$ cat src/design/vkl_pkg.sv
`default_nettype none
package vkl_pkg;

    // key table geometry
    localparam int KEY_AW   = 6;
    localparam int MAX_KEYS = 64;
    localparam int CNT_W    = 7;

    // fraction is Q0.31, one quotient bit per divider step
    localparam int FRAC_W    = 31;
    localparam int DIV_STEPS = FRAC_W;

    // stream payload widths
    localparam int S_DATA_W = 168;
    localparam int M_DATA_W = 104;

    // request kinds carried on s_axis_tuser
    localparam logic MODE_WRITE = 1'b0;
    localparam logic MODE_QUERY = 1'b1;

    // result status carried on m_axis_tuser
    localparam logic [1:0] STAT_OK     = 2'd0;
    localparam logic [1:0] STAT_BEFORE = 2'd1;
    localparam logic [1:0] STAT_AFTER  = 2'd2;
    localparam logic [1:0] STAT_EMPTY  = 2'd3;

    // register index (paddr[2])
    localparam logic REG_KEY_COUNT = 1'b0;

    typedef enum logic [2:0] {
        ST_IDLE,
        ST_SCAN,
        ST_DIV,
        ST_MUL,
        ST_RESP
    } t_state;

    // one table entry as stored in the key memory
    typedef struct packed {
        logic        [31:0] t;
        logic signed [31:0] x;
        logic signed [31:0] y;
        logic signed [31:0] z;
    } t_key;

endpackage
`default_nettype wire

$ cat src/design/vkl_div.sv
`default_nettype none
// Restoring divider: quotient = floor((num << 31) / den), num < den.
module vkl_div
    import vkl_pkg::*;
(
    input  wire logic              i_clk,
    input  wire logic              i_rst_n,
    input  wire logic              i_start,
    input  wire logic [31:0]       i_num,
    input  wire logic [31:0]       i_den,
    output logic                   o_done,
    output logic [FRAC_W-1:0]      o_quo
);

    localparam int STEP_W = $clog2(DIV_STEPS);

    logic              r_busy, n_busy;
    logic              r_done, n_done;
    logic [STEP_W-1:0] r_cnt, n_cnt;
    logic [31:0]       r_rem, n_rem;
    logic [31:0]       r_den, n_den;
    logic [FRAC_W-1:0] r_quo, n_quo;

    logic [32:0] sh;
    logic [32:0] diff;
    logic        ge;

    // one quotient bit per cycle
    always_comb begin
        sh     = {r_rem, 1'b0};
        diff   = sh - {1'b0, r_den};
        ge     = (sh >= {1'b0, r_den});
        n_busy = r_busy;
        n_done = 1'b0;
        n_cnt  = r_cnt;
        n_rem  = r_rem;
        n_den  = r_den;
        n_quo  = r_quo;
        if (i_start) begin
            n_busy = 1'b1;
            n_cnt  = '0;
            n_rem  = i_num;
            n_den  = i_den;
        end else if (r_busy) begin
            n_rem = ge ? diff[31:0] : sh[31:0];
            n_quo = {r_quo[FRAC_W-2:0], ge};
            n_cnt = r_cnt + STEP_W'(1);
            if (r_cnt == STEP_W'(DIV_STEPS - 1)) begin
                n_busy = 1'b0;
                n_done = 1'b1;
            end
        end
    end

    always_ff @(posedge i_clk) begin
        if (!i_rst_n) begin
            r_busy <= 1'b0;
            r_done <= 1'b0;
            r_cnt  <= '0;
        end else begin
            r_busy <= n_busy;
            r_done <= n_done;
            r_cnt  <= n_cnt;
        end
    end

    always_ff @(posedge i_clk) begin
        r_rem <= n_rem;
        r_den <= n_den;
        r_quo <= n_quo;
    end

    assign o_done = r_done;
    assign o_quo  = r_quo;

endmodule
`default_nettype wire

$ cat config.mk
export PLATFORM = sky130hd
export DESIGN_NAME = vkl_div
export DESIGN_NICKNAME = d
export VERILOG_FILES = /design/src/design/vkl_pkg.sv /design/src/design/vkl_div.sv
export SDC_FILE = /design/constraint.sdc
export NUM_CORES = 1
export LEC_CHECK = 0
export ABC_AREA = 1
export BUFFER_PORTS_ARGS = -buffer_cell sky130_fd_sc_hd__buf_2
export CAP_MARGIN = 20
export CELL_PAD_IN_SITES_DETAIL_PLACEMENT = 2
export CELL_PAD_IN_SITES_GLOBAL_PLACEMENT = 2
export CORE_MARGIN = 2
export CORE_UTILIZATION = 34
export CTS_CLUSTER_SIZE = 40
export DETAILED_ROUTE_END_ITERATION = 10
export GPL_ROUTABILITY_DRIVEN = 0
export PLACE_DENSITY = 0.78
export SLEW_MARGIN = 5
export SYNTH_ARGS = -nofsm -noshare
export SYNTH_HDL_FRONTEND = slang
export SYNTH_SLANG_ARGS = --single-unit
$ cat constraint.sdc
create_clock -name i_clk -period 3.15 [get_ports i_clk]
set_input_delay 0.315 -clock i_clk [delete_from_list [all_inputs] [get_ports i_clk]]
set_output_delay 0.315 -clock i_clk [all_outputs]
set_load 0.01 [all_outputs]
==> impl_metrics.env, run 1 <==
export IMPL_power_density_nw_per_um2=638.0
export IMPL_cts_root_buffer="clkbuf_16"
export IMPL_slew_violations=0
export IMPL_synth_ff_type="edfxtp_1"
export IMPL_yosys_top_cells_area="edfxtp_1 42%, nand2_1 19%, inv_1 9.2%"
export IMPL_p_leak_nw=4.006
export IMPL_synth_area_leader_cell="edfxtp_1"
export IMPL_syn_cell_area_sq_um=6744
export IMPL_synthesis_nets=984
export IMPL_yosysWarningCount=0
export IMPL_setup_tns_final_ns=0
export IMPL_cts_buffers=9
export IMPL_min_path_type="in2reg"
export IMPL_cts_tree="built"
export IMPL_critPathCaptureType="register"
export IMPL_core_area_sq_um=19460
export IMPL_overflow=0
export IMPL_htreeDepth=3
export IMPL_cp_max_fo=33
export IMPL_antenna_found_initial=0
export IMPL_cts_resized=0
export IMPL_relSlewSlack_pct=47.43
export IMPL_setup_viol=0
export IMPL_via_count=5987
export IMPL_grt_max_degree=68
export IMPL_drc=0
export IMPL_antenna_left=0
export IMPL_yosysTopAreaCellShare_pct=42.30
export IMPL_power_mw=4.994
export IMPL_ys_seq_area_share_pct=44.38
export IMPL_final_cell_mix="333 x nand2_1, 166 x inv_1, 98 x buf_2, 95 x edfxtp_1, 66 x nand3_1"
export IMPL_placementRows=51
export IMPL_hpwl_um=16640
export IMPL_status="finished clean"
export IMPL_cp_required_ns=3.27
export IMPL_num_io_pins=99
export IMPL_portBuffers=98
export IMPL_hold_buffers=0
export IMPL_syn_inst=882
export IMPL_ys_ff_latch=102
export IMPL_fillers=2306
export IMPL_ir_drop_mv=0.2407
export IMPL_synth_edff_count=95
export IMPL_maxCapViolCount=0
export IMPL_clk_transition_reported_paths_ns=0.08
export IMPL_antennaDiodeCount=0
export IMPL_dieArea_sq_um=20980
export IMPL_vias_per_cell=4.782
export IMPL_initial_core_util_pct=34.65
export IMPL_grt_pass1_vias=6639
export IMPL_clk_latency_ns=0.36
export IMPL_drive_above_1_share_pct=14.69
export IMPL_avgSynthCellArea_sq_um=7.646
export IMPL_rsz0062_at_grt="no"
export IMPL_wl_um=21590
export IMPL_grtUsageTotal_pct=21.74
export IMPL_post_cts_buffers=0
export IMPL_finalHoldViolations=0
export IMPL_clock_tree_buffer_depth=2
export IMPL_crit_type="reg2reg"
export IMPL_arrival_ns=2.81
export IMPL_fin_crit_sh_pct=85.27
export IMPL_grt_pass1_wl_um=34750
export IMPL_area_growth_pct=16.07
export IMPL_clock_skew_ns=0.006532
export IMPL_drtIter0Drc=176
export IMPL_chipHeight_um=144.8
export IMPL_fin_nets=1084
export IMPL_fin_crit_ns=2.686
export IMPL_worstMarginPinSlew_ns=0.7886
export IMPL_fp_dieW_um=144.8
export IMPL_fin_util_pct=40.22
export IMPL_start_kind="register"
export IMPL_timing_fmax_mhz=372.3
export IMPL_async_flop_share_pct=0
export IMPL_drt_pass1_iterations=5
export IMPL_mostFrequentLayoutCell="nand2_1"
export IMPL_wl_per_cell_um=17.25
export IMPL_clkSinkCount=102
export IMPL_synth_distinct_cells=36
cells in the mapped netlist (all sizes together), types with 3 or more instances:
cell type	number
inv	170
o21ai	5
dfxtp	7
nor3	5
and2	5
a21oi	23
nand3	72
nor2	48
nand4	11
clkbuf	3
ha	34
nand2	339
xnor2	13
buf	13
nand3b	25
edfxtp	95
o21bai	3
final timing paths:
kind | startpoint | cells past startpoint | slack, ns | to
setup / recovery | r_rem[9] | 12 | 0.46 | r_rem[30]
hold / removal | i_den[15] | 1 | 0.12 | r_den[15]
setup reg to reg | r_rem[9] | 12 | 0.46 | r_rem[30]
hold reg to reg | o_quo[19] | 0 | 0.45 | o_quo[20]
per-stage QoR:
stage | hold WS (ns) | worst slack [ns] | instance area, sq um | instances
3_3_place_gp | 0.4254 | 0.4870 | 7527 | 1236
6_report | 0.1202 | 0.4641 | 7828 | 1252
4_1_cts | 0.1061 | 0.4365 | 7828 | 1252
5_1_grt | 0.1099 | 0.2773 | 7828 | 1252
3_5_place_dp | 0.4362 | 0.4534 | 7527 | 1236
2_1_floorplan | 0.4139 | 0.6862 | 6744 | 882
report_power, final:
part | internal [mW] | leakage [nW] | switching (mW) | total, mW
combinational | 0.702 | 2.87 | 1.37 | 2.07
clock | 0.618 | 0.151 | 0.558 | 1.18
sequential | 1.67 | 0.983 | 0.0762 | 1.74
worst max-delay path, stage by stage, from the launching register on:
cell and delay (ns):
edfxtp_1 0.40, ha_1 0.38, nand2_1 0.12, nor2_1 0.43, nand2_1 0.15, nor2_2 0.15
nand2_2 0.08, nor2_4 0.13, nor2_4 0.08, nand2_8 0.22, nand3_1 0.14, nand2_1 0.10
nand2_1 0.05
kinds of logic (layout without fill, tap and decap cells):
logic type	after synthesis	after routing	share of synthesized area (%)
buffers and inverters	187	292	11.09
adders and majority gates	35	35	6.605
and+or+nand+nor	510	510	33.30
xor gates and xnor gates	14	14	1.818
AOI/OAI and AO/OA	34	34	2.801
DFF	102	102	44.38
registers in the layout, summed over array words and instances, names as in the netlist:
register,cells
o_done,1
o_quo,31
r_busy,1
r_cnt,5
r_den,32
r_rem,32
cell type report:
class	count	area [sq um]	share of cell area (%)
multi-input cells	593	3005	38.40
flip-flops and latches	102	2993	38.24
inverters	171	641.9	8.200
repair buffers	105	555.5	7.097
well taps	265	331.6	4.236
clock buffers	12	267.8	3.421
clock inverters	4	32.53	0.4156
per-layer routing:
| metal | share of wire [%] | GRT usage (%) | up-vias |
|---|---|---|---|
| li1 | - | - | 2969 |
| met1 | 44 | 27.02 | 2918 |
| met2 | 52 | 39.67 | 81 |
| met3 | 2.6 | 2.830 | 19 |
| met4 | 1.4 | 5.570 | 0 |
| met5 | 0 | 0 | - |
(Power assumes the default switching activity.)
==> inputs of run 2 (changes only) <==
- ABC_AREA: 1 -> default
- CORE_UTILIZATION: 34 -> 35
- PLACE_DENSITY: 0.78 -> 0.74
==> run 2 against run 1 <==
Net effect: critical path depth is 2 lower; synthesized cell count down 36%; sequential share of layout area up 2.5 points; worst setup slack lost 0.36 ns; final area fell by 6.3%; first-iteration DRC count grew 48%; worst hold slack got worse by 0.00094 ns; flip-flop and latch count unchanged; total power up 4.6%; global-route usage down 0.48 points; clock-buffer cell count decreased by 3; sequential power up 3%; critical path type unchanged; highest routed layer unchanged.
==> impl_metrics.env, run 2 <==
export IMPL_status="finished clean"
export IMPL_setup_viol=0
export IMPL_setup_tns_final_ns=0
export IMPL_yosysWarningCount=0
export IMPL_timing_fmax_mhz=327.8
export IMPL_antennaDiodeCount=0
export IMPL_async_flop_share_pct=0
export IMPL_wl_per_cell_um=20.89
export IMPL_slew_violations=0
export IMPL_crit_type="reg2reg"
export IMPL_chipHeight_um=134.4
export IMPL_power_density_nw_per_um2=711.5
export IMPL_hpwl_um=13450
export IMPL_relSlewSlack_pct=44.56
export IMPL_core_area_sq_um=16580
export IMPL_syn_inst=568
export IMPL_drive_above_1_share_pct=28.18
export IMPL_yosys_top_cells_count="95 x edfxtp_1, 52 x inv_1, 40 x nand2_1, 40 x nor2_1, 36 x a21oi_1"
export IMPL_hold_buffers=0
export IMPL_dieArea_sq_um=18080
export IMPL_syn_cell_area_sq_um=5956
export IMPL_synth_ff_type="edfxtp_1"
export IMPL_whs_endpoint="r_den[17]"
export IMPL_power_mw=5.221
export IMPL_synthesis_nets=670
export IMPL_start_kind="register"
export IMPL_fin_nets=796
export IMPL_placementRows=47
export IMPL_crit_chain="ha_1, a21o_1, a211o_1, a31oi_2, o31ai_2, or3_4, and3_4, buf_4, o221ai_2, o311ai_2"
export IMPL_arrival_ns=3.13
export IMPL_clk_transition_reported_paths_ns=0.08
export IMPL_grt_pass1_vias=5478
export IMPL_worstMarginPinSlew_ns=0.8317
export IMPL_vias_per_cell=5.445
export IMPL_r2r_cells=10
export IMPL_fin_crit_sh_pct=96.85
export IMPL_drtIter0Drc=261
export IMPL_cpPeakStageDelay_ns=0.43
export IMPL_grtUsageTotal_pct=21.26
export IMPL_final_cell_mix="98 x buf_2, 95 x edfxtp_1, 52 x inv_1, 40 x nand2_1, 39 x nor2_1"
export IMPL_p_leak_nw=2.980
export IMPL_hold_start="i_den[17]"
export IMPL_critPathCaptureType="register"
export IMPL_ys_seq_area_share_pct=50.25
export IMPL_synth_area_leader_cell="edfxtp_1"
export IMPL_fin_crit_ns=3.051
export IMPL_via_count=5004
export IMPL_crit_cells=10
export IMPL_num_io_pins=99
export IMPL_initial_core_util_pct=35.91
export IMPL_clkSinkCount=102
export IMPL_htreeDepth=3
export IMPL_fp_dieW_um=134.4
export IMPL_maxCapViolCount=0
export IMPL_yosys_top_cells_area="edfxtp_1 48%, ha_1 7.1%, inv_1 3.3%"
export IMPL_cts_tree="built"
export IMPL_min_path_type="in2reg"
export IMPL_cts_root_buffer="clkbuf_16"
export IMPL_cp_max_fo=6
export IMPL_rsz0062_at_grt="yes"
export IMPL_rrSetupSlack_ns=0.1
export IMPL_path_delay_family="compound AO/OA/AOI/OAI gates"
export IMPL_portBuffers=98
export IMPL_antenna_found_initial=0
export IMPL_clk_latency_ns=0.36
export IMPL_cts_buffers=9
export IMPL_clock_skew_ns=0.01221
export IMPL_worstReg2RegStart="r_rem[19]"
export IMPL_area_growth_pct=23.21
export IMPL_antenna_left=0
export IMPL_timing_critical_path_buf_inv=1
export IMPL_mostFrequentLayoutCell="buf_2"
export IMPL_drc=0
export IMPL_ys_ff_latch=102
export IMPL_yosysTopAreaCellShare_pct=47.90
export IMPL_cp_required_ns=3.23
export IMPL_synth_distinct_cells=67
export IMPL_avgSynthCellArea_sq_um=10.49
export IMPL_wl_um=19200
export IMPL_synth_most_common_cell="edfxtp_1"
export IMPL_ir_drop_mv=0.3696
export IMPL_drt_pass1_iterations=4
export IMPL_grt_max_degree=68
export IMPL_synth_edff_count=95
export IMPL_finalHoldViolations=0
export IMPL_startpoint="r_rem[19]"
export IMPL_overflow=0
export IMPL_r2r_end="r_rem[26]"
export IMPL_grt_pass1_wl_um=29830
export IMPL_min_path_cells=1
export IMPL_clock_tree_buffer_depth=2
export IMPL_crit_path_top_delay_cell="or3_4"
[run 2: cell count changes in the layout (fill, tap and decap cells not counted), moves of 15 or more]
cell / delta
nand2_1: -293
o21ai_0: +15
a31oi_1: +16
nand3b_1: -24
buf_4: +32
inv_1: -114
nand3_1: -43
[run 2: logic make-up after synthesis]
logic type	synth area share [%]
AOI/OAI and AO/OA	18.74
and+or+nand+nor	13.45
muxes	0.1681
xor gates and xnor gates	3.971
adders and majority gates	7.479
buffers and inverters	5.945
DFF	50.25
[run 2: worst max-delay path by stage]
stage,end,slack (ns)
floorplan,r_rem[10],0.26
CTS,r_rem[3],0.004
detailed placement,r_rem[28],-0.06
global route,r_rem[28],-0.04
global placement,r_rem[28],-0.04
finish,r_rem[26],0.1
[run 2: timing repair]
| action | in CTS | in global routing |
|---|---|---|
| buffers inserted | 0 | 5 |
| endpoints found under the setup margin | 19 | 31 |
| resized for setup | 3 | 26 |
| cloned | 1 | 1 |
| pin swaps | 0 | 9 |
[run 2: report_power, final]
group / internal [mW] / switching [mW]
Sequential: 1.70 / 0.104
Clock: 0.555 / 0.567
Combinational: 0.947 / 1.35
Total: 3.20 / 2.02
[run 2: layout make-up]
class                           instances  area, sq um
Tap cell                              220        275.3
Inverter                               54        207.7
Fill cell                            1793         9245
Clock buffer                            9        225.2
Timing Repair Buffer                  139        809.5
Multi-Input combinational cell        388         2759
Sequential cell                       102         2993
Clock inverter                          7        68.82
[run 2: through the flow]
step	hold slack (ns)	cells	setup slack, ns	util, %	instance area [sq um]
2_1_floorplan	0.4139	568	0.2582	-	5956
6_report	0.1193	919	0.09938	44.25	7338
4_1_cts	0.1077	913	0.003663	43.16	7158
3_5_place_dp	0.4314	896	-0.05943	41.30	6849
5_1_grt	0.1079	919	-0.03512	44.25	7338
3_3_place_gp	0.4306	896	-0.04195	41.30	6849
[run 2: per-layer routing]
layer	vias up	wire length, um	track usage, %
met5	-	0	0
met4	0	309	5.146
met2	95	10060	38.55
met1	2531	8228	26.29
met3	18	599	3.590
li1	2360	-	-
==> inputs of run 3 (changes only) <==
- BUFFER_PORTS_ARGS: -buffer_cell sky130_fd_sc_hd__buf_2 -> default
- DONT_BUFFER_PORTS: default -> 1
- PLACE_DENSITY: 0.74 -> 0.66
- RECOVER_POWER: default -> 25
==> run 3 against run 2 <==
Net effect: sequential power is essentially flat; worst hold slack worse by 0.072 ns; cell count fell by 10%; critical endpoint is now r_rem[28]; largest cell class unchanged; largest power group unchanged.
==> impl_metrics.env, run 3 (synthesis results as in run 2) <==
export IMPL_clock_tree_buffer_depth=2
export IMPL_clk_transition_reported_paths_ns=0.08
export IMPL_arrival_ns=3.16
export IMPL_mostFrequentLayoutCell="edfxtp_1"
export IMPL_grtUsageTotal_pct=20.18
export IMPL_crit_type="reg2reg"
export IMPL_antenna_found_initial=0
export IMPL_cts_buffers=9
export IMPL_final_cell_mix="95 x edfxtp_1, 52 x inv_1, 42 x buf_4, 40 x nand2_1, 39 x nor2_1"
export IMPL_clk_latency_ns=0.36
export IMPL_via_count=4597
export IMPL_chipHeight_um=134.4
export IMPL_power_mw=5.051
export IMPL_antenna_left=0
export IMPL_setup_viol=0
export IMPL_grt_pass1_wl_um=28310
export IMPL_num_io_pins=99
export IMPL_dieArea_sq_um=18080
export IMPL_place_ws_ns=-0.1287
export IMPL_grt_max_degree=69
export IMPL_fin_area_sq_um=6827
export IMPL_multi_input_area_sq_um=2703
export IMPL_relSlewSlack_pct=63.84
export IMPL_initial_core_util_pct=35.91
export IMPL_place_area_sq_um=6421
export IMPL_timing_fmax_mhz=325.9
export IMPL_placementRows=47
export IMPL_worstMarginPinSlew_ns=0.5425
export IMPL_wl_um=17940
export IMPL_endpoint="r_rem[28]"
export IMPL_cts_tree="built"
export IMPL_worst_slack_ns=0.08126
export IMPL_portBuffers=0
export IMPL_fin_crit_ns=3.069
export IMPL_r2r_end="r_rem[28]"
export IMPL_critPathCaptureType="register"
export IMPL_drtIter0Drc=198
export IMPL_vias_per_cell=5.586
export IMPL_core_area_sq_um=16580
export IMPL_rrSetupSlack_ns=0.08
export IMPL_slew_violations=0
export IMPL_p_leak_nw=2.597
export IMPL_cp_required_ns=3.24
export IMPL_seq_area_sq_um=2993
export IMPL_start_kind="register"
export IMPL_fin_crit_sh_pct=97.42
export IMPL_ir_drop_mv=0.2967
export IMPL_dp_cells=803
export IMPL_fillers=1786
export IMPL_wl_per_cell_um=21.79
export IMPL_fin_util_pct=41.16
export IMPL_status="finished clean"
export IMPL_hpwl_um=13110
export IMPL_fp_dieW_um=134.4
export IMPL_cp_max_fo=3
export IMPL_overflow=0
export IMPL_htreeDepth=3
export IMPL_area_growth_pct=14.62
export IMPL_maxCapViolCount=0
export IMPL_cts_root_buffer="clkbuf_16"
export IMPL_stdcell_count=823
export IMPL_min_path_type="in2reg"
export IMPL_fin_nets=700
export IMPL_r2r_cells=12
export IMPL_timing_hold_ws_ns=0.04680
export IMPL_finalHoldViolations=0
export IMPL_grt_pass1_vias=5051
export IMPL_drc=0
export IMPL_antennaDiodeCount=0
export IMPL_clkSinkCount=102
export IMPL_worstReg2RegStart="r_rem[0]"
export IMPL_startpoint="r_rem[0]"
export IMPL_power_density_nw_per_um2=739.9
export IMPL_hold_buffers=0
export IMPL_clock_skew_ns=0.007347
export IMPL_drt_pass1_iterations=6
export IMPL_setup_tns_final_ns=0
export IMPL_drive_above_1_share_pct=15.75
-- run 3: cell types whose count changed in the layout (fill, tap and decap cells not counted), sizes merged --
cell	before	now
buf	139	45
and3	4	2
clkbuf	9	10
clkinv	4	3
-- run 3: area by class of cell --
| class | count | area share, % |
|---|---|---|
| inverter | 54 | 3.006 |
| sequential | 102 | 43.84 |
| tap | 220 | 4.032 |
| multi-input combinational | 386 | 39.59 |
| clock buffer | 10 | 3.354 |
| clock inverter | 6 | 0.8065 |
| timing repair buffer | 45 | 5.370 |
-- run 3: power breakdown --
part | switching, mW | internal, mW
Clock | 0.544 | 0.551
Sequential | 0.109 | 1.70
Combinational | 1.25 | 0.903
-- run 3: worst min-delay path by stage --
stage | startpoint | to | slack [ns] | depth (start not counted)
6_report | i_den[31] | r_den[31] | 0.05 | 0
5_1_grt | i_den[31] | r_den[31] | 0.03 | 0
4_1_cts | i_den[31] | r_den[31] | 0.04 | 0
3_5_place_dp | i_den[23] | r_den[23] | 0.41 | 0
3_3_place_gp | i_den[2] | r_den[2] | 0.41 | 0
2_1_floorplan | i_den[0] | r_den[0] | 0.41 | 0
-- run 3: per-layer routing --
metal / global-route usage [%] / up-vias / part of all wire [%] / routed length, um
met5: 0 / - / 0 / 0
met4: 4.152 / 0 / 0.86 / 155
met3: 3.515 / 11 / 3.2 / 579
met2: 36.65 / 76 / 53 / 9421
met1: 25.11 / 2343 / 43 / 7780
li1: - / 2167 / - / -
-- run 3: critical path, stage by stage, from the launching register on --
cell and delay (ns):
edfxtp_1 0.39, inv_1 0.09, fa_2 0.41, nand2b_4 0.16, a21oi_2 0.17, o211ai_1 0.13, buf_4 0.17, a2111oi_4 0.33
buf_4 0.17, nor3_1 0.05, or2_2 0.31, a311oi_2 0.25, o221ai_1 0.17
-- run 3: repair_timing --
item | CTS | global route
setup endpoints to repair | 5 | 15
buffers inserted | 1 | 3
resized for setup | 4 | 15
pin swaps | 1 | 4
